$ cat config.mk
export PLATFORM = sky130hd
export DESIGN_NAME = scanline_reticule_pulse_generator
export DESIGN_NICKNAME = d
export VERILOG_FILES = /design/src/design/srpg_pkg.sv /design/src/design/srpg_apb.sv /design/src/design/srpg_decode.sv /design/src/design/scanline_reticule_pulse_generator.sv
export SDC_FILE = /design/constraint.sdc
export NUM_CORES = 1
export LEC_CHECK = 0
export BUFFER_PORTS_ARGS = -buffer_cell sky130_fd_sc_hd__clkbuf_2
export CAP_MARGIN = 20
export CORE_ASPECT_RATIO = 1.75
export CORE_MARGIN = 2
export CORE_UTILIZATION = 55
export DETAILED_ROUTE_END_ITERATION = 16
export GPL_TIMING_DRIVEN = 0
export PLACE_DENSITY = 0.89
export SLEW_MARGIN = 40
export SYNTH_ARGS = -nofsm -noshare
export SYNTH_HDL_FRONTEND = slang
export SYNTH_HIERARCHICAL = 1
export SYNTH_SLANG_ARGS = --single-unit
$ cat constraint.sdc
create_clock -name i_clk -period 6.19 [get_ports i_clk]
set_input_delay 0 -clock i_clk [delete_from_list [all_inputs] [get_ports i_clk]]
set_output_delay 0 -clock i_clk [all_outputs]
set_load 0.02 [all_outputs]
$ cat src/design/srpg_pkg.sv
// ----------------------------------------------------------------------------
// srpg_pkg
// Shared types, constants and ROM helpers for the scan-line reticule pulse
// generator.
// ----------------------------------------------------------------------------
package srpg_pkg;

    // Field widths
    localparam int TICK_W  = 16;
    localparam int X_W     = 13;
    localparam int LINE_W  = 10;
    localparam int ROW_W   = 8;
    localparam int HW_W    = 8;
    localparam int ACT_W   = 2;
    localparam int GUN_W   = 2;

    // Parameter defaults
    localparam int DEF_RETICULE_LINES      = 14;
    localparam int DEF_RETICULE_HALF_WIDTH = 75;
    localparam int DEF_LOGO_ROWS           = 200;
    localparam int DEF_TEXT_ROWS           = 80;

    // Fixed line geometry
    localparam int LOGO_TOP_LINE = 49;
    localparam int TEXT_TOP_LINE = 105;
    localparam logic [LINE_W-1:0] LINE_MAX = 10'd1023;
    localparam logic [X_W-1:0]    X_RESET  = 13'd320;

    // Configuration port
    localparam int CFG_ADDR_W = 5;
    localparam int CFG_DATA_W = 32;
    localparam int CFG_IDX_W  = 3;
    localparam logic [CFG_IDX_W-1:0] REG_TWO_PLAYER      = 3'd0;
    localparam logic [CFG_IDX_W-1:0] REG_SEPARATE_GUNS   = 3'd1;
    localparam logic [CFG_IDX_W-1:0] REG_LOGO_ON         = 3'd2;
    localparam logic [CFG_IDX_W-1:0] REG_TEXT_ON         = 3'd3;
    localparam logic [CFG_IDX_W-1:0] REG_VSYNC_THRESHOLD = 3'd4;
    localparam logic [TICK_W-1:0]    VSYNC_THRESHOLD_RST = 16'd1280;

    // Command codes
    localparam logic CMD_SYNC = 1'b0;
    localparam logic CMD_SET  = 1'b1;

    typedef enum logic [ACT_W-1:0] {
        ACT_NONE  = 2'd0,
        ACT_LOGO  = 2'd1,
        ACT_TEXT  = 2'd2,
        ACT_PULSE = 2'd3
    } t_action;

    typedef enum logic [GUN_W-1:0] {
        GUN_NONE = 2'd0,
        GUN_ONE  = 2'd1,
        GUN_TWO  = 2'd2
    } t_gun;

    typedef struct packed {
        logic              command;
        logic [TICK_W-1:0] sync_ticks;
        logic              player;
        logic [X_W-1:0]    x_position;
        logic [LINE_W-1:0] start_line;
        logic              hide;
    } t_in_item;

    typedef struct packed {
        t_action           action;
        logic [ROW_W-1:0]  row_index;
        logic [X_W-1:0]    pulse_delay;
        logic [HW_W-1:0]   pulse_width;
        t_gun              gun_target;
        logic [LINE_W-1:0] line_number;
    } t_out_item;

    typedef struct packed {
        logic              two_player;
        logic              separate_guns;
        logic              logo_on;
        logic              text_on;
        logic [TICK_W-1:0] vsync_threshold;
    } t_cfg;

    typedef struct packed {
        logic [X_W-1:0]    x;
        logic [LINE_W-1:0] first_line;
        logic              hidden;
    } t_ret;

    // Elaboration-time integer square root (bitwise method)
    function automatic int isqrt(int value);
        int v;
        int root;
        int bitv;
        v    = value;
        root = 0;
        for (int k = 15; k >= 0; k--) begin
            bitv = 1 << (2 * k);
            if (v >= root + bitv) begin
                v    = v - (root + bitv);
                root = (root >> 1) + bitv;
            end else begin
                root = root >> 1;
            end
        end
        return root;
    endfunction

    function automatic int line_dist(int n, int i);
        int twice;
        twice = 2 * i;
        return (twice >= n - 1) ? (twice - (n - 1)) : ((n - 1) - twice);
    endfunction

    // Circle numerator; divide by the line count at the use site
    function automatic int circle_num(int w, int n, int i);
        int d;
        d = line_dist(n, i);
        return isqrt(w * w * (n * n - d * d));
    endfunction

    // Diamond numerator; divide by the line count at the use site
    function automatic int diamond_num(int w, int n, int i);
        int d;
        d = line_dist(n, i);
        return w * (n - d);
    endfunction

endpackage

$ cat src/design/srpg_apb.sv
// ----------------------------------------------------------------------------
// srpg_apb
// APB-style configuration registers: mode bits and vsync threshold.
// ----------------------------------------------------------------------------
module srpg_apb (
    input  logic                           i_clk,
    input  logic                           i_rst_n,
    input  logic                           psel,
    input  logic                           penable,
    input  logic                           pwrite,
    input  logic [srpg_pkg::CFG_ADDR_W-1:0] paddr,
    input  logic [srpg_pkg::CFG_DATA_W-1:0] pwdata,
    output logic [srpg_pkg::CFG_DATA_W-1:0] prdata,
    output logic                           pready,
    output srpg_pkg::t_cfg                 o_cfg
);
    import srpg_pkg::*;

    t_cfg                 r_cfg;
    logic [CFG_IDX_W-1:0] w_idx;
    logic                 w_wr;

    assign w_idx  = paddr[CFG_ADDR_W-1:2];
    assign w_wr   = psel && penable && pwrite;
    assign pready = 1'b1;
    assign o_cfg  = r_cfg;

    always_ff @(posedge i_clk) begin
        if (!i_rst_n) begin
            r_cfg.two_player      <= 1'b0;
            r_cfg.separate_guns   <= 1'b1;
            r_cfg.logo_on         <= 1'b1;
            r_cfg.text_on         <= 1'b1;
            r_cfg.vsync_threshold <= VSYNC_THRESHOLD_RST;
        end else if (w_wr) begin
            unique case (w_idx)
                REG_TWO_PLAYER:      r_cfg.two_player      <= pwdata[0];
                REG_SEPARATE_GUNS:   r_cfg.separate_guns   <= pwdata[0];
                REG_LOGO_ON:         r_cfg.logo_on         <= pwdata[0];
                REG_TEXT_ON:         r_cfg.text_on         <= pwdata[0];
                REG_VSYNC_THRESHOLD: r_cfg.vsync_threshold <= pwdata[TICK_W-1:0];
                default: ;
            endcase
        end
    end

    always_comb begin
        prdata = '0;
        unique case (w_idx)
            REG_TWO_PLAYER:      prdata[0] = r_cfg.two_player;
            REG_SEPARATE_GUNS:   prdata[0] = r_cfg.separate_guns;
            REG_LOGO_ON:         prdata[0] = r_cfg.logo_on;
            REG_TEXT_ON:         prdata[0] = r_cfg.text_on;
            REG_VSYNC_THRESHOLD: prdata[TICK_W-1:0] = r_cfg.vsync_threshold;
            default: ;
        endcase
    end

endmodule

$ cat src/design/srpg_decode.sv
// ----------------------------------------------------------------------------
// srpg_decode
// Line decode: logo band, text band or reticule pulse for one scan line,
// with the circle and diamond half-width ROMs.
// ----------------------------------------------------------------------------
module srpg_decode #(
    parameter int RETICULE_LINES      = srpg_pkg::DEF_RETICULE_LINES,
    parameter int RETICULE_HALF_WIDTH = srpg_pkg::DEF_RETICULE_HALF_WIDTH,
    parameter int LOGO_ROWS           = srpg_pkg::DEF_LOGO_ROWS,
    parameter int TEXT_ROWS           = srpg_pkg::DEF_TEXT_ROWS
) (
    input  logic [srpg_pkg::LINE_W-1:0] i_line,
    input  logic                        i_vsync,
    input  logic                        i_pl,
    input  srpg_pkg::t_ret              i_ret,
    input  srpg_pkg::t_cfg              i_cfg,
    output srpg_pkg::t_out_item         o_res
);
    import srpg_pkg::*;

    localparam int OFF_W    = $clog2(RETICULE_LINES);
    localparam int ROM_D    = 2 ** OFF_W;
    localparam int LOGO_END = LOGO_TOP_LINE + LOGO_ROWS;
    localparam int TEXT_END = TEXT_TOP_LINE + TEXT_ROWS;

    logic [HW_W-1:0] w_circle  [ROM_D];
    logic [HW_W-1:0] w_diamond [ROM_D];

    for (genvar gi = 0; gi < ROM_D; gi++) begin : g_rom
        if (gi < RETICULE_LINES) begin : g_used
            localparam int CIRC =
                circle_num(RETICULE_HALF_WIDTH, RETICULE_LINES, gi) / RETICULE_LINES;
            localparam int DIAM =
                diamond_num(RETICULE_HALF_WIDTH, RETICULE_LINES, gi) / RETICULE_LINES;
            assign w_circle[gi]  = HW_W'(CIRC);
            assign w_diamond[gi] = HW_W'(DIAM);
        end else begin : g_pad
            assign w_circle[gi]  = '0;
            assign w_diamond[gi] = '0;
        end
    end

    logic [LINE_W:0]    w_line_x;
    logic [LINE_W:0]    w_logo_off;
    logic [LINE_W:0]    w_text_off;
    logic [LINE_W:0]    w_ret_off;
    logic               w_in_logo;
    logic               w_in_text;
    logic               w_in_ret;
    logic [OFF_W-1:0]   w_rom_idx;
    logic [HW_W-1:0]    w_hw;
    logic [X_W-1:0]     w_hw_x;

    assign w_line_x   = {1'b0, i_line};
    assign w_logo_off = w_line_x - (LINE_W+1)'(LOGO_TOP_LINE);
    assign w_text_off = w_line_x - (LINE_W+1)'(TEXT_TOP_LINE);
    // borrow bit set means the line lies before the reticule start
    assign w_ret_off  = w_line_x - {1'b0, i_ret.first_line};

    assign w_in_logo = i_cfg.logo_on
                    && (w_line_x >= (LINE_W+1)'(LOGO_TOP_LINE))
                    && (w_line_x <  (LINE_W+1)'(LOGO_END));
    assign w_in_text = i_cfg.text_on
                    && (w_line_x >= (LINE_W+1)'(TEXT_TOP_LINE))
                    && (w_line_x <  (LINE_W+1)'(TEXT_END));
    assign w_in_ret  = !i_ret.hidden && !w_ret_off[LINE_W]
                    && (w_ret_off < (LINE_W+1)'(RETICULE_LINES));

    assign w_rom_idx = w_ret_off[OFF_W-1:0];
    assign w_hw      = i_pl ? w_diamond[w_rom_idx] : w_circle[w_rom_idx];
    assign w_hw_x    = {{(X_W-HW_W){1'b0}}, w_hw};

    always_comb begin
        o_res = '0;
        if (!i_vsync) begin
            o_res.line_number = i_line;
            if (w_in_logo) begin
                o_res.action    = ACT_LOGO;
                o_res.row_index = w_logo_off[ROW_W-1:0];
            end else if (w_in_text) begin
                o_res.action    = ACT_TEXT;
                o_res.row_index = w_text_off[ROW_W-1:0];
            end else if (w_in_ret) begin
                o_res.action      = ACT_PULSE;
                o_res.row_index   = w_ret_off[ROW_W-1:0];
                o_res.pulse_delay = (i_ret.x > w_hw_x) ? (i_ret.x - w_hw_x) : '0;
                o_res.pulse_width = {w_hw[HW_W-2:0], 1'b0};
                o_res.gun_target  = (i_pl && i_cfg.separate_guns) ? GUN_TWO : GUN_ONE;
            end
        end
    end

endmodule

$ cat src/design/scanline_reticule_pulse_generator.sv
// ----------------------------------------------------------------------------
// scanline_reticule_pulse_generator
// Per sync pulse, decides what the coming scan line carries: logo row, text
// row or a reticule pulse with delay, width and gun.
// ----------------------------------------------------------------------------
//   channel | direction | handshake                  | payload
//   --------+-----------+----------------------------+-----------------------
//   in      | input     | i_in_valid / o_in_ready    | i_in_data  (t_in_item)
//   out     | output    | o_out_valid / i_out_ready  | o_out_data (t_out_item)
//   cfg     | input     | psel/penable/pwrite/pready | paddr, pwdata, prdata
//
// One transaction is taken per cycle while o_in_ready is high; a sync
// transaction's result passes through the input register, then the result
// register, with combinational decode between the two registers. A sync
// transaction waits in the input register while a result is held, which drops
// o_in_ready. A set-reticule transaction yields no result and passes even
// while the result register is stalled. Synchronous active-low reset restores
// the line counter, reticule state and configuration to their reset values;
// no clearing pass is needed.
// ----------------------------------------------------------------------------
module scanline_reticule_pulse_generator #(
    parameter int RETICULE_LINES      = srpg_pkg::DEF_RETICULE_LINES,
    parameter int RETICULE_HALF_WIDTH = srpg_pkg::DEF_RETICULE_HALF_WIDTH,
    parameter int LOGO_ROWS           = srpg_pkg::DEF_LOGO_ROWS,
    parameter int TEXT_ROWS           = srpg_pkg::DEF_TEXT_ROWS
) (
    input  logic                            i_clk,
    input  logic                            i_rst_n,
    input  logic                            i_in_valid,
    output logic                            o_in_ready,
    input  srpg_pkg::t_in_item              i_in_data,
    output logic                            o_out_valid,
    input  logic                            i_out_ready,
    output srpg_pkg::t_out_item             o_out_data,
    input  logic                            psel,
    input  logic                            penable,
    input  logic                            pwrite,
    input  logic [srpg_pkg::CFG_ADDR_W-1:0] paddr,
    input  logic [srpg_pkg::CFG_DATA_W-1:0] pwdata,
    output logic [srpg_pkg::CFG_DATA_W-1:0] prdata,
    output logic                            pready
);
    import srpg_pkg::*;

    t_cfg              w_cfg;
    t_in_item          r_in;
    logic              r_in_valid;
    t_out_item         r_out;
    logic              r_out_valid;
    logic [LINE_W-1:0] r_line;
    logic [X_W-1:0]    r_ret_x     [2];
    logic [LINE_W-1:0] r_ret_first [2];
    logic              r_ret_hid   [2];

    logic              w_adv;
    logic              w_is_sync;
    logic              w_vsync;
    logic              w_pl;
    t_ret              w_ret;
    t_out_item         w_res;

    srpg_apb u_apb (
        .i_clk   (i_clk),
        .i_rst_n (i_rst_n),
        .psel    (psel),
        .penable (penable),
        .pwrite  (pwrite),
        .paddr   (paddr),
        .pwdata  (pwdata),
        .prdata  (prdata),
        .pready  (pready),
        .o_cfg   (w_cfg)
    );

    assign w_is_sync = (r_in.command == CMD_SYNC);
    assign w_vsync   = (r_in.sync_ticks > w_cfg.vsync_threshold);
    assign w_pl      = r_line[0] & w_cfg.two_player;

    assign w_ret.x          = r_ret_x[w_pl];
    assign w_ret.first_line = r_ret_first[w_pl];
    assign w_ret.hidden     = r_ret_hid[w_pl];

    srpg_decode #(
        .RETICULE_LINES      (RETICULE_LINES),
        .RETICULE_HALF_WIDTH (RETICULE_HALF_WIDTH),
        .LOGO_ROWS           (LOGO_ROWS),
        .TEXT_ROWS           (TEXT_ROWS)
    ) u_decode (
        .i_line  (r_line),
        .i_vsync (w_vsync),
        .i_pl    (w_pl),
        .i_ret   (w_ret),
        .i_cfg   (w_cfg),
        .o_res   (w_res)
    );

    // set transactions never wait on the result register
    assign w_adv      = r_in_valid && (!w_is_sync || !r_out_valid || i_out_ready);
    assign o_in_ready = !r_in_valid || w_adv;

    assign o_out_valid = r_out_valid;
    assign o_out_data  = r_out;

    always_ff @(posedge i_clk) begin
        if (!i_rst_n) begin
            r_in_valid <= 1'b0;
        end else if (o_in_ready) begin
            r_in_valid <= i_in_valid;
        end
    end

    always_ff @(posedge i_clk) begin
        if (i_in_valid && o_in_ready) begin
            r_in <= i_in_data;
        end
    end

    always_ff @(posedge i_clk) begin
        if (!i_rst_n) begin
            r_out_valid <= 1'b0;
        end else if (w_adv && w_is_sync) begin
            r_out_valid <= 1'b1;
        end else if (i_out_ready) begin
            r_out_valid <= 1'b0;
        end
    end

    always_ff @(posedge i_clk) begin
        if (w_adv && w_is_sync) begin
            r_out <= w_res;
        end
    end

    // line counter: clear on vsync, saturate at LINE_MAX
    always_ff @(posedge i_clk) begin
        if (!i_rst_n) begin
            r_line <= '0;
        end else if (w_adv && w_is_sync) begin
            if (w_vsync) begin
                r_line <= '0;
            end else if (r_line != LINE_MAX) begin
                r_line <= r_line + LINE_W'(1);
            end
        end
    end

    always_ff @(posedge i_clk) begin
        if (!i_rst_n) begin
            for (int p = 0; p < 2; p++) begin
                r_ret_x[p]     <= X_RESET;
                r_ret_first[p] <= '0;
                r_ret_hid[p]   <= 1'b1;
            end
        end else if (w_adv && !w_is_sync) begin
            r_ret_x[r_in.player]     <= r_in.x_position;
            r_ret_first[r_in.player] <= r_in.start_line;
            r_ret_hid[r_in.player]   <= r_in.hide;
        end
    end

endmodule
Yosys cells after proc, flatten, opt, wreduce, memory -nomap -nowiden
Memories as Yosys holds them, arrays and structs flattened. Index checks and enable logic that the tools add are counted.

Bits in read-only memories: 256. Bits in writable memories: 48. Bits in registers: 117. Logic and storage cells: 115. Output and inout port bits: 78. Memories kept: 5. Bits of input ports: 86. Bits in latches: 0.

Memories: (name not given) (depth 16, width 8, rd ports 1, clocked after memory_dff 0, write ports 0, RTL line srpg_decode.sv:70) `assign w_hw = i_pl ? w_diamond[w_rom_idx] : w_circle[w_rom_idx];`; (name not given) (depth 16, width 8, rd ports 1, clocked after memory_dff 0, write ports 0, RTL line srpg_decode.sv:70); r_ret_x (depth 2, width 13, rd ports 1, clocked after memory_dff 0, write ports 2, RTL line scanline_reticule_pulse_generator.sv:51) `logic [X_W-1:0] r_ret_x [2];`; r_ret_first (depth 2, width 10, rd ports 1, clocked after memory_dff 0, write ports 2, RTL line scanline_reticule_pulse_generator.sv:52) `logic [LINE_W-1:0] r_ret_first [2];`; r_ret_hid (depth 2, width 1, rd ports 1, clocked after memory_dff 0, write ports 2, RTL line scanline_reticule_pulse_generator.sv:53) `logic r_ret_hid [2];`.

Bitwise gates (word level): 5. Add/subtract/negate cells: 5. Shift operators: 0. Multiplexer cells: 29. Reductions and logical operators: 36. Divide/modulo/power cells: 0. Order comparisons: 8. $mul: 0. Equal/unequal tests: 5.

Operators by type and width (count): 2-to-1 mux 10 bit (4); 2-to-1 mux 8 bit (5); 2-to-1 mux 33 bit (1); 2-to-1 mux 13 bit (2); less-than comparator 10 x 8 -> 1 bit (second input constant) (2); greater-than comparator 16 bit (1); 2-to-1 mux 15 bit (1); greater-than comparator 13 x 8 -> 1 bit (1); logical AND 1 bit (13); 2-to-1 mux 1 bit (13); OR reduction 13 bit (1); subtractor 13 x 8 -> 13 bit (1); AND reduction 2 bit (6); less-than comparator 11 x 4 -> 1 bit (second input constant) (1); subtractor 10 x 10 -> 11 bit (1); adder 10 x 1 -> 10 bit (second input constant) (1); greater-or-equal comparator 10 x 6 -> 1 bit (second input constant) (1); greater-or-equal comparator 10 x 7 -> 1 bit (second input constant) (1); != test 10 bit (second input constant) (1); OR reduction 10 bit (1); 2-to-1 mux 9 bit (1); subtractor 8 x 6 -> 8 bit (second input constant) (1); subtractor 8 x 7 -> 8 bit (second input constant) (1); equality test 3 x 2 -> 1 bit (second input constant) (2); other kinds (17) (25).

Depth between registers and ports, before layout
An unclocked memory read counts as a cell.

Depth in word-level cells: 13. Depth in mapped cells: 21. Gate-level depth less buffers: 20.

Hierarchy
The synthesis kept the hierarchy.

Modules (own cells, without submodules): scanline_reticule_pulse_generator (instances 1, cells each 347, area an instance 5677.9 µm², seq. area each 4234.1 µm²); srpg_decode (instances 1, cells each 305, area an instance 2078.2 µm², seq. area each 0.0 µm²); srpg_apb (instances 1, cells each 136, area an instance 1157.4 µm², seq. area each 400.4 µm²).

Least setup slack after synthesis
OpenSTA, ideal clock, no wires.

Path kind: register to register. Start point: register r_line[0]. End point: register r_out (netlist bit o_out_data[22]) (data pin). Arrival time: 4.947 ns. Data required time: 5.915 ns. Period minus slack after synthesis: 5.222 ns. Buffers on the path: 3. Setup time: 0.275 ns. Stages on the path, launching flop included: 19. Path slack: 0.968 ns. Cells stage by stage: dfxtp_1 > nand2_1 > clkbuf_1 > mux2_2 > inv_1 > ha_1 > and3b_1 > or3_1 > nand2_1 > clkbuf_1 > a211oi_1 > or2_2 > ha_1 > or4b_1 > o2bb2ai_1 > nor2_1 > nor3_1 > clkbuf_1 > nor3_2.

RTL lines: start: declaration (RTL line scanline_reticule_pulse_generator.sv:50) `logic [LINE_W-1:0] r_line;`; start signal: assignment (RTL line scanline_reticule_pulse_generator.sv:142) `r_line <= r_line + LINE_W'(1);`; end signal: assignment (RTL line scanline_reticule_pulse_generator.sv:130) `r_out <= w_res;`; end: declaration (RTL line scanline_reticule_pulse_generator.sv:48) `t_out_item r_out;`.

==> flow_results.org <==
** Pwr
- The analysis attributes to cell leakage a power of 4.50 nW.
- Peak supply drop :: 183 uV
- Dividing total power by cell area gives a power density of 242 nW/um^2.

** Run status
- Run status :: finished clean

** Clock network
- TritonCTS built the clock tree.
- Worst-skew pair later-pin latency :: 0.43 ns
- Number of setup buffers added after CTS :: 0
- Clock tree synthesis found a total of 165 sinks.
- CTS buffer count :: 17
- The cell sitting at the root of the clock tree is a sky130_fd_sc_hd__clkbuf_16.
- Clock-pin slew was measured on the worst setup and hold paths at 0.07 ns.
- No sink is reached through more buffers than the 2 on the longest clock path.
- H-tree depth reported by CTS :: 4

** Finish
- Number of nets in the final layout :: 1147
- Layout area overhead :: 25.4%
- After filler insertion, the fill cell instance count of the layout stands at 1054.
- Fraction of layout instances using a drive strength above 1 :: 25.1%
- Layout Utilization :: 70.4%
- Diodes inserted :: 0

** Logic synthesis
- After Yosys synthesis, full adders, half adders and majority gates account for 6.63% of the synthesized area.
- Mux cell area share after synthesis :: 5.17%
- Post-synthesis compound-gate area fraction :: 10.5%
- Register bit total from synthesis :: 165
- Synthesized area divided by synthesized cell count :: 11.3 sq um
- In the synthesized netlist the dominant register cell turns out to be sky130_fd_sc_hd__edfxtp_1.
- Count of flip-flops with a built-in enable after synthesis :: 133
- Yosys printed 6 warnings.
- In this run, distinct cell masters in the synthesized netlist total 77.
- Of the total synthesized cell area, the portion taken by AND, OR, NAND and NOR gates is 18.5%.
- Combinational family with the most area after synthesis :: simple AND/OR/NAND/NOR gates
- Of the total synthesized cell area, the portion taken by XOR and XNOR cells is 1.57%.
- Part of the Yosys area used for sequential elements :: 52.0%
- Counting flops with an async set or reset pin after synthesis yields a share of 0%.
- Area of the mapped netlist :: 8910 sq um
- Synthesis produced 788 cells.

** Route
- After the first detailed-routing iteration, the DRC count stood at 534.
- Sum of routed wire length over all layers :: 22600 um
- Once detail routing completed, the nets flagged for antenna violations numbered 0.
- The final route contains 7029 vias.
- DRC violation count after routing :: 0
- Dividing the detail-routed via count by the number of cells gives 5.78.
- First-pass detailed-route iteration total :: 5
- In the final routed layout, each cell accounts on average for 18.5 um.

** Placement
- Input and output buffers added on the ports amount to 127.
- Place WS :: -0.159 ns
- DP Wirelength :: 13900 um
- At the end of routability-driven placement, the weighted congestion stood at 0.894.

** GRT
- For this run, the total global-route usage over all layers was measured as 26.6%.
- Wire length of the first global-routing pass :: 35300 um
- After global routing the overflow that remains totals 0.
- The number of antenna violations at the first check in global routing was 0.
- Pin count of the biggest net entering global routing :: 53
- Vias in the first global route :: 7036

** Timing
- Unrepaired setup endpoints after global routing :: no
- Number of pins exceeding their max-slew limit in the final report :: 0
- Setup violations remaining at the end of the flow were counted as 0.
- Minimum clock period after layout :: 5.93 ns
- Dividing the final minimum period by the clock period gives 95.9%.
- Post-route worst setup slack :: 0.257 ns
- Slew @ Worst Pin :: 0.833 ns
- The final hold violation count was 0.
- Final Skew :: 0.0127 ns
- Peak Freq :: 169 MHz
- Headroom to the max-slew limit :: 44.2%

** Worst setup path
- For this run, the slowest stage of the critical path takes 0.65 ns.
- Crit path launch type :: flip-flop
- Crit end category :: flip-flop
- Cell class contributing the biggest share of worst-path delay :: simple AND/OR/NAND/NOR gates
- The slowest stage of the critical path is the sky130_fd_sc_hd__fa_1 cell.
- Along the worst path, the maximum fanout reaches 10.
- Arrival time at the worst endpoint :: 6.10 ns
- Data required time of the worst path :: 6.36 ns
- Counting stages on the worst path, the most repeated cell is sky130_fd_sc_hd__ha_1.
- Counting both buffers and inverters, the worst setup path holds a total of 4.
- The setup path with the least slack is of type reg2reg.
- Walking the worst path, the cells encountered are nand2_1 -> clkbuf_2 -> mux2_2 -> ha_1 -> inv_1 -> fa_1 -> inv_1 -> ha_1 -> or3_1 -> a41oi_1 -> or2_2 -> ha_1 -> nor2b_1 -> o31a_1 -> o2bb2ai_1 -> nor2_1 -> nor3_2 -> clkbuf_2 -> nor3_2.

** Floorplanning
- Area of the die :: 17300 sq um
- The floorplan has 61 rows.
- Num ports :: 164
- Starting density of the core :: 56.1%
- The core region is 15900 sq um.
- Die Y-Extent :: 172 um
- Die X :: 100 um

** Min path
- The path class of the tightest hold or removal check is in2reg.

** Job
- Across the run, the number of max-cap violations was 0.
[synthesized netlist by cell type (19+ instances only)]
cell | number | area (sq um)
sky130_fd_sc_hd__inv_1 | 50 | 188
sky130_fd_sc_hd__a21oi_1 | 24 | 120
sky130_fd_sc_hd__nor2_1 | 46 | 173
sky130_fd_sc_hd__edfxtp_1 | 133 | 3990
sky130_fd_sc_hd__and2_1 | 58 | 363
sky130_fd_sc_hd__mux2i_1 | 19 | 190
sky130_fd_sc_hd__o21ai_0 | 28 | 140
sky130_fd_sc_hd__nand2_1 | 58 | 218
sky130_fd_sc_hd__clkbuf_1 | 20 | 75.1
sky130_fd_sc_hd__mux2_2 | 24 | 270
sky130_fd_sc_hd__ha_1 | 44 | 551
sky130_fd_sc_hd__dfxtp_1 | 32 | 641
[kinds of logic after synthesis]
kind of cell | Yosys count
adder cells (fa/ha/maj) | 46
flip-flops | 165
AO/OA/AOI/OAI | 131
multiplexers | 43
XOR/XNOR | 16
buffers and inverters | 98
AND/OR/NAND/NOR | 286
other | 3
[sequential cells by signal, indices dropped and copies added (netlist names)]
name / flops
u_apb/o_cfg: 20
r_line: 10
r_ret_first: 20
o_out_data: 43
r_ret_hid: 2
r_in_valid: 1
r_in: 42
o_out_valid: 1
r_ret_x: 26
[through the flow]
stage	hold WS, ns	area, sq um	std cells	total power, mW	setup TNS (ns)
after detailed placement	0.179	9950	1123	1.60	-1.52
final	0.0557	11200	1217	2.71	0
after floorplan	0.0989	8970	803	1.50	0
after global placement	0.177	9840	1119	1.58	-0.522
after global routing	0.0415	11200	1217	2.79	0
after CTS	0.0227	11200	1217	2.69	0
[layout by cell type, fill, tap and decap left out, drive strengths merged, types with 4 or more instances in the layout]
master / instances
conb: 18
clkbuf: 166
nor2: 46
mux2: 24
ha: 44
mux2i: 19
inv: 60
nand2: 59
a211oi: 6
nand4: 8
nand2b: 4
buf: 31
nand3: 15
o21a: 9
o21ai: 29
nor2b: 16
dlygate4sd3: 62
nor3: 24
and2: 63
a21o: 7
edfxtp: 133
xor2: 6
or3: 12
o31ai: 6
dfxtp: 32
xnor2: 10
nor3b: 7
a31oi: 8
a21oi: 24
and3: 9
o211ai: 4
o22ai: 4
[area by class of cell]
| type | count | area, sq um | area share, % |
|---|---|---|---|
| Sequential cell | 165 | 4630 | 41.5 |
| Clock buffer | 19 | 433 | 3.87 |
| Multi-Input combinational cell | 540 | 3880 | 34.7 |
| Timing Repair Buffer | 193 | 1330 | 11.9 |
| Buffer | 47 | 309 | 2.77 |
| Clock inverter | 13 | 160 | 1.43 |
| Tap cell | 189 | 236 | 2.12 |
| Inverter | 51 | 191 | 1.71 |
[final timing paths]
path                        from        endpoint  slack, ns  cells after the start
setup / recovery       r_line[0]  o_out_data[22]       0.26                     19
hold / removal           i_rst_n      r_in_valid       0.06                      2
setup reg to reg       r_line[0]  o_out_data[22]       0.26                     19
hold reg to reg   u_apb/o_cfg[1]  u_apb/o_cfg[1]       0.51                      2
[timing repair]
action                     CTS  global route
hold endpoints to repair    64             0
setup endpoints to repair   10            10
hold buffers                62             0
resized for setup            2             7
[power breakdown]
part	switching, mW	internal, mW	total [mW]
combinational	0.217	0.158	0.375
sequential	0.0155	1.23	1.25
clock	0.473	0.610	1.08
[metal layers]
layer,up-vias,global-route usage (%),part of all wire (%)
li1,3281,-,-
met2,332,48.3,55
met1,3325,27.2,35
met5,-,0,0
met3,91,4.89,5.0
met4,0,17.8,5.5
No activity file was read; power rests on OpenSTA's default activity.
